File: config.mk
export PLATFORM = sky130hd
export DESIGN_NAME = register_alu_with_branch_timing
export DESIGN_NICKNAME = d
export VERILOG_FILES = /design/src/rtl/rabt_pkg.sv /design/src/rtl/rabt_front.sv /design/src/rtl/rabt_div.sv /design/src/rtl/rabt_back.sv /design/src/rtl/register_alu_with_branch_timing.sv
export SDC_FILE = /design/constraint.sdc
export NUM_CORES = 2
export LEC_CHECK = 0
export ABC_AREA = 0
export BUFFER_PORTS_ARGS = -buffer_cell sky130_fd_sc_hd__buf_2
export CAP_MARGIN = 0
export CORE_MARGIN = 8
export CORE_UTILIZATION = 55
export CTS_CLUSTER_DIAMETER = 30
export DETAILED_ROUTE_END_ITERATION = 8
export GPL_ROUTABILITY_DRIVEN = 0
export GPL_TIMING_DRIVEN = 0
export PLACE_DENSITY_LB_ADDON = 0.25
export RECOVER_POWER = 50
export REMOVE_ABC_BUFFERS = 1
export SLEW_MARGIN = 15
export SYNTH_ARGS = -nofsm -noshare
export SYNTH_HDL_FRONTEND = slang
export SYNTH_SLANG_ARGS = --single-unit
File: constraint.sdc
create_clock -name i_clk -period 17.35 [get_ports i_clk]
set_input_delay 0.8675 -clock i_clk [delete_from_list [all_inputs] [get_ports i_clk]]
set_output_delay 0.8675 -clock i_clk [all_outputs]
set_load 0.005 [all_outputs]
File: src/rtl/rabt_pkg.sv
`default_nettype none
package rabt_pkg;
    localparam int unsigned DataW = 32;
    localparam int unsigned LatW  = 8;
    localparam int unsigned NumCfg = 6;
    localparam int unsigned CfgIdxW = 3;

    typedef enum logic [2:0] {
        OP_ADD  = 3'd0,
        OP_SUB  = 3'd1,
        OP_MUL  = 3'd2,
        OP_DIV  = 3'd3,
        OP_LOAD = 3'd4,
        OP_JUMP = 3'd5
    } t_op;

    localparam logic [CfgIdxW-1:0] CFG_LAT_ADD  = 3'd0;
    localparam logic [CfgIdxW-1:0] CFG_LAT_SUB  = 3'd1;
    localparam logic [CfgIdxW-1:0] CFG_LAT_MUL  = 3'd2;
    localparam logic [CfgIdxW-1:0] CFG_LAT_DIV  = 3'd3;
    localparam logic [CfgIdxW-1:0] CFG_LAT_LOAD = 3'd4;
    localparam logic [CfgIdxW-1:0] CFG_LAT_JUMP = 3'd5;

    typedef struct packed {
        logic [2:0]  mode;
        logic [31:0] dest_or_compare;
        logic [31:0] src_a_or_imm;
        logic [31:0] src_b_or_offset;
    } t_in_item;

    typedef struct packed {
        logic [31:0]        issue_cycle;
        logic [31:0]        exec_cycle;
        logic [31:0]        writeback_cycle;
        logic signed [31:0] pc_step;
        logic               wrote_register;
        logic signed [31:0] written_value;
    } t_out_item;
endpackage
`default_nettype wire

File: src/rtl/rabt_front.sv
`default_nettype none
// Front end: a two-entry transaction queue that decouples input from execution.
module rabt_front
    import rabt_pkg::*;
(
    input  wire logic     i_clk,
    input  wire logic     i_rst_n,
    input  wire logic     i_push,
    output logic          o_full,
    input  wire t_in_item i_item,
    output logic          o_valid,
    input  wire logic     i_take,
    output t_in_item      o_item
);
    t_in_item   r_q [2];
    logic       r_wp, r_rp;
    logic [1:0] r_cnt;
    logic       w_push, w_pop;

    assign o_full  = (r_cnt == 2'd2);
    assign o_valid = (r_cnt != 2'd0);
    assign o_item  = r_q[r_rp];
    assign w_push  = i_push && !o_full;
    assign w_pop   = i_take && o_valid;

    always_ff @(posedge i_clk) begin
        if (w_push) begin
            r_q[r_wp] <= i_item;
        end
        if (!i_rst_n) begin
            r_wp  <= 1'b0;
            r_rp  <= 1'b0;
            r_cnt <= 2'd0;
        end else begin
            if (w_push) r_wp <= ~r_wp;
            if (w_pop)  r_rp <= ~r_rp;
            r_cnt <= r_cnt + {1'b0, w_push} - {1'b0, w_pop};
        end
    end
endmodule
`default_nettype wire

File: src/rtl/rabt_div.sv
`default_nettype none
// Iterative unsigned restoring divider, one quotient bit per cycle.
module rabt_div
    import rabt_pkg::*;
(
    input  wire logic              i_clk,
    input  wire logic              i_rst_n,
    input  wire logic              i_start,
    input  wire logic [DataW-1:0]  i_num,
    input  wire logic [DataW-1:0]  i_den,
    output logic                   o_done,
    output logic [DataW-1:0]       o_quot
);
    logic [DataW-1:0] r_quot, r_den;
    logic [DataW:0]   r_rem;
    logic [5:0]       r_cnt;
    logic             r_busy;
    logic [DataW:0]   w_shift, w_diff;

    assign w_shift = {r_rem[DataW-1:0], r_quot[DataW-1]};
    assign w_diff  = w_shift - {1'b0, r_den};
    assign o_quot  = r_quot;

    always_ff @(posedge i_clk) begin
        if (!i_rst_n) begin
            r_busy <= 1'b0;
            o_done <= 1'b0;
            r_cnt  <= '0;
        end else begin
            o_done <= 1'b0;
            if (i_start) begin
                r_busy <= 1'b1;
                r_cnt  <= 6'(DataW);
                r_quot <= i_num;
                r_den  <= i_den;
                r_rem  <= '0;
            end else if (r_busy) begin
                if (!w_diff[DataW]) begin
                    r_rem  <= w_diff;
                    r_quot <= {r_quot[DataW-2:0], 1'b1};
                end else begin
                    r_rem  <= w_shift;
                    r_quot <= {r_quot[DataW-2:0], 1'b0};
                end
                r_cnt <= r_cnt - 6'd1;
                if (r_cnt == 6'd1) begin
                    r_busy <= 1'b0;
                    o_done <= 1'b1;
                end
            end
        end
    end
endmodule
`default_nettype wire

File: src/rtl/rabt_back.sv
`default_nettype none
// Back end: register file, execution sequencer, timing stamps, output register.
module rabt_back
    import rabt_pkg::*;
#(
    parameter int unsigned NUM_REGS = 32
) (
    input  wire logic              i_clk,
    input  wire logic              i_rst_n,
    input  wire logic              i_valid,
    output logic                   o_take,
    input  wire t_in_item          i_item,
    input  wire logic [LatW-1:0]   i_lat [NumCfg],
    output logic                   o_empty,
    input  wire logic              i_pop,
    output t_out_item              o_item
);
    localparam int unsigned IdxW = (NUM_REGS > 1) ? $clog2(NUM_REGS) : 1;

    typedef enum logic [2:0] {
        S_IDLE, S_CLEAR, S_IDX, S_READ, S_EXEC, S_DIVW, S_DONE
    } t_state;

    t_state            r_state;
    logic [DataW-1:0]  r_rf [NUM_REGS];
    logic [IdxW:0]     r_clr;
    t_in_item          r_ins;
    logic [IdxW-1:0]   r_ia, r_ib, r_id;
    logic [1:0]        r_step;
    logic [DataW-1:0]  r_a, r_b, r_val;
    logic [DataW-1:0]  r_cycle;
    logic              r_out_v;
    t_out_item         r_out;
    logic              w_div_start, w_div_done;
    logic [DataW-1:0]  w_quot, w_ma, w_mb;
    logic [DataW-1:0]  w_lat;

    // Folds eight more bits into a running remainder modulo NUM_REGS, most
    // significant bit first, with one compare and subtract per bit.
    function automatic logic [IdxW-1:0] reduce_chunk(input logic [IdxW-1:0] rem,
                                                     input logic [7:0] chunk);
        logic [IdxW:0]   t;
        logic [IdxW-1:0] acc;
        acc = rem;
        for (int k = 7; k >= 0; k--) begin
            t = {acc, chunk[k]};
            if (t >= (IdxW+1)'(NUM_REGS)) t = t - (IdxW+1)'(NUM_REGS);
            acc = t[IdxW-1:0];
        end
        return acc;
    endfunction

    // Byte k of a word, counted from the most significant end.
    function automatic logic [7:0] pick_chunk(input logic [DataW-1:0] x, input logic [1:0] k);
        return 8'(x >> {~k, 3'b000});
    endfunction

    assign w_ma = r_a[DataW-1] ? (DataW'(0) - r_a) : r_a;
    assign w_mb = r_b[DataW-1] ? (DataW'(0) - r_b) : r_b;
    assign w_div_start = (r_state == S_EXEC) && (r_ins.mode == OP_DIV) && (r_b != '0);
    assign o_take  = (r_state == S_IDLE) && i_valid && !r_out_v;
    assign o_empty = !r_out_v;
    assign o_item  = r_out;

    always_comb begin
        if (r_ins.mode == OP_DIV && r_b == '0) begin
            w_lat = DataW'(1);
        end else if (r_ins.mode <= 3'(OP_JUMP)) begin
            w_lat = DataW'(i_lat[r_ins.mode]);
        end else begin
            w_lat = DataW'(1);
        end
    end

    rabt_div u_div (
        .i_clk   (i_clk),
        .i_rst_n (i_rst_n),
        .i_start (w_div_start),
        .i_num   (w_ma),
        .i_den   (w_mb),
        .o_done  (w_div_done),
        .o_quot  (w_quot)
    );

    always_ff @(posedge i_clk) begin
        if (!i_rst_n) begin
            r_state <= S_CLEAR;
            r_clr   <= '0;
            r_cycle <= DataW'(1);
            r_out_v <= 1'b0;
        end else begin
            if (i_pop && r_out_v) r_out_v <= 1'b0;
            unique case (r_state)
                S_CLEAR: begin
                    r_rf[r_clr[IdxW-1:0]] <= '0;
                    r_clr <= r_clr + (IdxW+1)'(1);
                    if (r_clr == (IdxW+1)'(NUM_REGS - 1)) r_state <= S_IDLE;
                end
                S_IDLE: begin
                    if (o_take) begin
                        r_ins   <= i_item;
                        r_ia    <= '0;
                        r_ib    <= '0;
                        r_id    <= '0;
                        r_step  <= '0;
                        r_state <= S_IDX;
                    end
                end
                S_IDX: begin
                    r_ia   <= reduce_chunk(r_ia, pick_chunk(r_ins.src_a_or_imm, r_step));
                    r_ib   <= reduce_chunk(r_ib, pick_chunk(r_ins.src_b_or_offset, r_step));
                    r_id   <= reduce_chunk(r_id, pick_chunk(r_ins.dest_or_compare, r_step));
                    r_step <= r_step + 2'd1;
                    if (r_step == 2'd3) r_state <= S_READ;
                end
                S_READ: begin
                    r_a     <= r_rf[r_ia];
                    r_b     <= r_rf[r_ib];
                    r_state <= S_EXEC;
                end
                S_EXEC: begin
                    case (r_ins.mode)
                        OP_ADD:  begin r_val <= r_a + r_b; r_state <= S_DONE; end
                        OP_SUB:  begin r_val <= r_a - r_b; r_state <= S_DONE; end
                        OP_MUL:  begin r_val <= r_a * r_b; r_state <= S_DONE; end
                        OP_LOAD: begin r_val <= r_ins.src_a_or_imm; r_state <= S_DONE; end
                        OP_DIV: begin
                            if (r_b == '0) begin
                                r_val   <= r_a;
                                r_state <= S_DONE;
                            end else begin
                                r_state <= S_DIVW;
                            end
                        end
                        default: begin r_val <= '0; r_state <= S_DONE; end
                    endcase
                end
                S_DIVW: begin
                    if (w_div_done) begin
                        r_val   <= (r_a[DataW-1] != r_b[DataW-1]) ? (DataW'(0) - w_quot)
                                                                 : w_quot;
                        r_state <= S_DONE;
                    end
                end
                S_DONE: begin
                    r_out.issue_cycle     <= r_cycle;
                    r_out.exec_cycle      <= r_cycle + w_lat;
                    r_out.writeback_cycle <= r_cycle + w_lat + DataW'(1);
                    r_cycle               <= r_cycle + w_lat + DataW'(2);
                    if (r_ins.mode == OP_JUMP) begin
                        r_out.wrote_register <= 1'b0;
                        r_out.written_value  <= '0;
                        r_out.pc_step <= (r_a == r_ins.dest_or_compare)
                            ? r_ins.src_b_or_offset : DataW'(1);
                    end else if (r_ins.mode <= 3'(OP_LOAD)) begin
                        r_out.wrote_register <= 1'b1;
                        r_out.written_value  <= r_val;
                        r_out.pc_step        <= DataW'(1);
                        r_rf[r_id]           <= r_val;
                    end else begin
                        r_out.wrote_register <= 1'b0;
                        r_out.written_value  <= '0;
                        r_out.pc_step        <= DataW'(1);
                    end
                    r_out_v <= 1'b1;
                    r_state <= S_IDLE;
                end
                default: r_state <= S_IDLE;
            endcase
        end
    end
endmodule
`default_nettype wire

File: src/rtl/register_alu_with_branch_timing.sv
`default_nettype none
// Path: an accepted push passes through the front queue, then the back-end states
// S_IDX, S_READ, S_EXEC and S_DONE before the result is shown; a divide by a nonzero
// register also waits in S_DIVW for the divider, which gives one quotient bit per cycle.
// Issue: one transaction at a time in the back end, taken the cycle after the previous
// result is popped. Reset: synchronous, active low; afterwards a clearing pass over all
// NUM_REGS registers zeroes the register file before the first transaction executes.
module register_alu_with_branch_timing
    import rabt_pkg::*;
#(
    parameter int unsigned NUM_REGS = 32
) (
    input  wire logic               i_clk,
    input  wire logic               i_rst_n,
    input  wire logic               push,
    output logic                    full,
    input  wire t_in_item           i_item,
    output logic                    empty,
    input  wire logic               pop,
    output t_out_item               o_item,
    input  wire logic               i_cfg_we,
    input  wire logic [CfgIdxW-1:0] i_cfg_idx,
    input  wire logic [LatW-1:0]    i_cfg_data
);
    // Latency configuration registers, reset to a value of one each.
    logic [LatW-1:0] r_lat [NumCfg];
    logic            w_valid, w_take;
    t_in_item        w_item;

    always_ff @(posedge i_clk) begin
        if (!i_rst_n) begin
            for (int i = 0; i < NumCfg; i++) r_lat[i] <= LatW'(1);
        end else if (i_cfg_we) begin
            // Writes to an index beyond the register list are dropped.
            case (i_cfg_idx) inside
                CFG_LAT_ADD, CFG_LAT_SUB, CFG_LAT_MUL,
                CFG_LAT_DIV, CFG_LAT_LOAD, CFG_LAT_JUMP: r_lat[i_cfg_idx] <= i_cfg_data;
                default: ;
            endcase
        end
    end

    // The front queue accepts transactions while the back end works.
    rabt_front u_front (
        .i_clk   (i_clk),
        .i_rst_n (i_rst_n),
        .i_push  (push),
        .o_full  (full),
        .i_item  (i_item),
        .o_valid (w_valid),
        .i_take  (w_take),
        .o_item  (w_item)
    );

    // The back end reduces the register indexes in four S_IDX steps of one byte each, reads the
    // register file, executes one transaction and holds its result until popped.
    rabt_back #(.NUM_REGS(NUM_REGS)) u_back (
        .i_clk   (i_clk),
        .i_rst_n (i_rst_n),
        .i_valid (w_valid),
        .o_take  (w_take),
        .i_item  (w_item),
        .i_lat   (r_lat),
        .o_empty (empty),
        .i_pop   (pop),
        .o_item  (o_item)
    );
endmodule
`default_nettype wire

==> flow_summary.toml <==
[setup_path]
path_cells = "inv_1, and3_1, and2_0, clkbuf_1, nand2_1, mux2i_1, nand2_1, nor2_4, buf_12, buf_16"
worst-endpoint-required_ns = 18.00
reg2reg_depth = 10
worst-path-max-fanout = 37
crit_end = "u_back.r_rf[4][20]"
r2r_slack_ns = 7.85
slowest_delay_ns = 2.10
cp_slowest_cell = "clkbuf_1"
path_class = "reg2reg"
endpoint_kind = "flop"
cpMostUsedCell = "nand2_1"
startpoint_type = "flop"
crit_arrival_ns = 10.15
r2r-end = "u_back.r_rf[4][20]"
startpoint = "u_back.r_state[0]"
timing.rr.start = "u_back.r_state[0]"

[pwr]
clock_power_share_pct = 58.9
switching_share_pct = 21.2
power_density_mw_per_mm2 = 100
leakagePower_nw = 45.5
p_seq_share_pct = 39.9
p_sw_mw = 2.53
p_int_mw = 9.44
vdd_ir_drop_max_uv = 132
power_frac_comb_pct = 1.2

[logic_synthesis]
yosys.cell_types.count = 90
synth_edf_count = 1691
synth.avg_cell_area_um2 = 14.9
synthArstFlopShare_pct = 0
synthCells = 6664
synth_area_mm2 = 0.0992
seq_area_frac_synth_pct = 53.3
synth_ff_type = "edfxtp_1"
ys_ff_latch = 1793
yosysWarnings = 0

[drt]
drc = 0
wire_per_inst_um = 32.7
routed_wl_mm = 323
vias_per_cell = 6.70
drtIter0Drc = 8794
drtAntennaViolNets = 0
detail_route.first_pass.iterations = 6
vias = 66234

[die]
die_area_mm2 = 0.194
start_util_pct = 55.1
pin_count = 278
die_w_um = 441
fp.dieH_um = 441
core_mm2 = 0.180
fp-row-count = 156

[run_status]
violations = "max-capacitance violations, max-slew violations"
status = "finished, violations left"

[layout]
drive_above_1_share_pct = 24.5
fin_cells = 9888
seq_area_mm2 = 0.0528
stdcell_area_mm2 = 0.120
nFillCells = 11828
multi_input_area_mm2 = 0.0433
nets = 7925
areaGrowthSynthToFinish_pct = 20.7

[sta]
slew_viol_final = 613
clock_skew_ns = 0.122
timing.fmax_ghz = 0.105
rsz0062_at_grt = "no"
period_share_pct = 54.7
slew_headroom_pct = -149
hold_viol = 0
finalCriticalPeriod_ns = 9.50
worst_pin_slew_ns = 3.73
setup_viol = 0

[hold_path]
min_path_type = "in2reg"
hold_depth = 1
min_from = "i_item[14]"

[global_route]
grt_use_met1_pct = 39.9
grt_busiest_layer = "met2"
grt_pass1_vias = 67994
gr-total-overflow = 0
grt_start_max_net_pins = 118
grtUsageTotal_pct = 32.9
grtUsageMet2_pct = 51.4
grt_first_pass_wirelength_mm = 465
grt_use_met3_pct = 9.32
antenna_found_initial = 54

[clocking]
cts_sinks = 1793
cts_hold_buf = 0
cts_buffers = 367
cts_tree = "done"
post_cts_resized = 0
path_clk_slew_ns = 0.05
cts_buffer_depth = 4
root_buffer = "clkbuf_16"
clk_latency_ns = 0.98
postCtsSetupBuffers = 0
cts_max_level = 5

[placed_design]
port_buffers = 277
dp.cells = 9187
placed_area_mm2 = 0.108
dpl.hpwl_mm = 210

[flow_run]
cap_violations = 15
==> how the worst min path moves through the flow <==
stage / slack (ns) / to
finish: 0.1 / u_front.r_q[1][14]
global route: 0.09 / u_front.r_q[1][14]
CTS: 0.07 / u_front.r_q[0][9]
detailed placement: 0.45 / u_back.o_item[132]
global placement: 0.45 / u_back.o_item[132]
floorplan: 0.44 / u_back.o_item[129]
==> through the flow <==
| step | utilization (%) | hold WS (ns) | worst slack, ns | total power, mW | TNS, ns |
|---|---|---|---|---|---|
| floorplan | - | 0.437 | 5.85 | 4.92 | 0 |
| global placement | 56.6 | 0.446 | -0.583 | 4.98 | -382.92 |
| detailed placement | 60.2 | 0.454 | 8.83 | 5.00 | 0 |
| CTS | 67.0 | 0.0684 | 8.72 | 12.0 | 0 |
| global route | 66.5 | 0.0904 | 7.52 | 12.2 | 0 |
| finish | 66.5 | 0.0957 | 7.85 | 12.0 | 0 |
==> critical path: cells and delay by family, from the launching register on <==
| family | cells | cell delay [ns] |
|---|---|---|
| buffers and inverters | 4 | 3.19 |
| flip-flops | 1 | 0.39 |
| multiplexers | 1 | 0.60 |
| AND/OR/NAND/NOR | 5 | 4.93 |
==> synth_stat cells (all sizes together), types with 68 or more instances <==
cell	count	area [um2]
edfxtp	1691	50800
mux4	660	14900
nand2	531	2000
inv	466	1750
and2	418	2620
fa	411	8230
clkbuf	336	1260
xnor2	235	2060
nor2	216	811
ha	206	2580
mux2	174	1960
o21ai	156	788
xor2	150	1310
a21oi	126	642
dfxtp	102	2040
buf	85	353
and3	68	425
==> cells in the final DEF, fill, tap and decap left out, drive strengths merged, types with 126 or more instances in the layout <==
cell and instances:
nand2 531, buf 349, fa 411, xor2 150, mux2 174, xnor2 235
inv 499, clkbuf 644, and2 418, o21ai 156, nor2 216, edfxtp 1691
a21oi 126, ha 206, mux4 660
==> sequential cells by signal (all words and copies together), names as in the netlist, 48 cells and up <==
register,cells
r_lat,48
u_back.o_item,161
u_back.r_ins,99
u_back.r_rf,1024
u_front.r_q,198
==> power groups by stage <==
stage	clock network, mW	registers [mW]	logic, mW
2_1_floorplan	0	4.85	0.0664
3_3_place_gp	0	4.86	0.120
3_5_place_dp	0	4.85	0.147
4_1_cts	7.08	4.77	0.150
5_1_grt	7.27	4.78	0.148
6_report	7.06	4.78	0.142
==> area by class of cell <==
class / count / area share, %
antenna: 38 / 0.0794
clock buffer: 412 / 7.91
clock inverter: 244 / 2.37
inverter: 467 / 1.46
multi-input combinational: 3983 / 36.1
sequential: 1793 / 44.1
tap: 2370 / 2.48
timing repair buffer: 581 / 5.43
==> layer usage <==
| layer | part of all wire (%) | routed length [um] | up-vias |
|---|---|---|---|
| li1 | - | - | 26068 |
| met1 | 33 | 108000 | 33461 |
| met2 | 47 | 151000 | 5273 |
| met3 | 12 | 39000 | 1416 |
| met4 | 8.1 | 26100 | 16 |
| met5 | 0.032 | 102 | - |
==> cell families (layout without fill, tap and decap cells) <==
group,Yosys count,count (layout),synth area share [%]
other cells,0,38,0
simple gates,1503,1503,7.67
fa+ha+maj,617,617,10.9
compound gates,609,609,4.05
flops,1793,1793,53.3
mux,869,869,17.3
buf+inv,888,1704,3.40
xor+xnor,385,385,3.40
No activity file was read; power rests on OpenSTA's default activity.
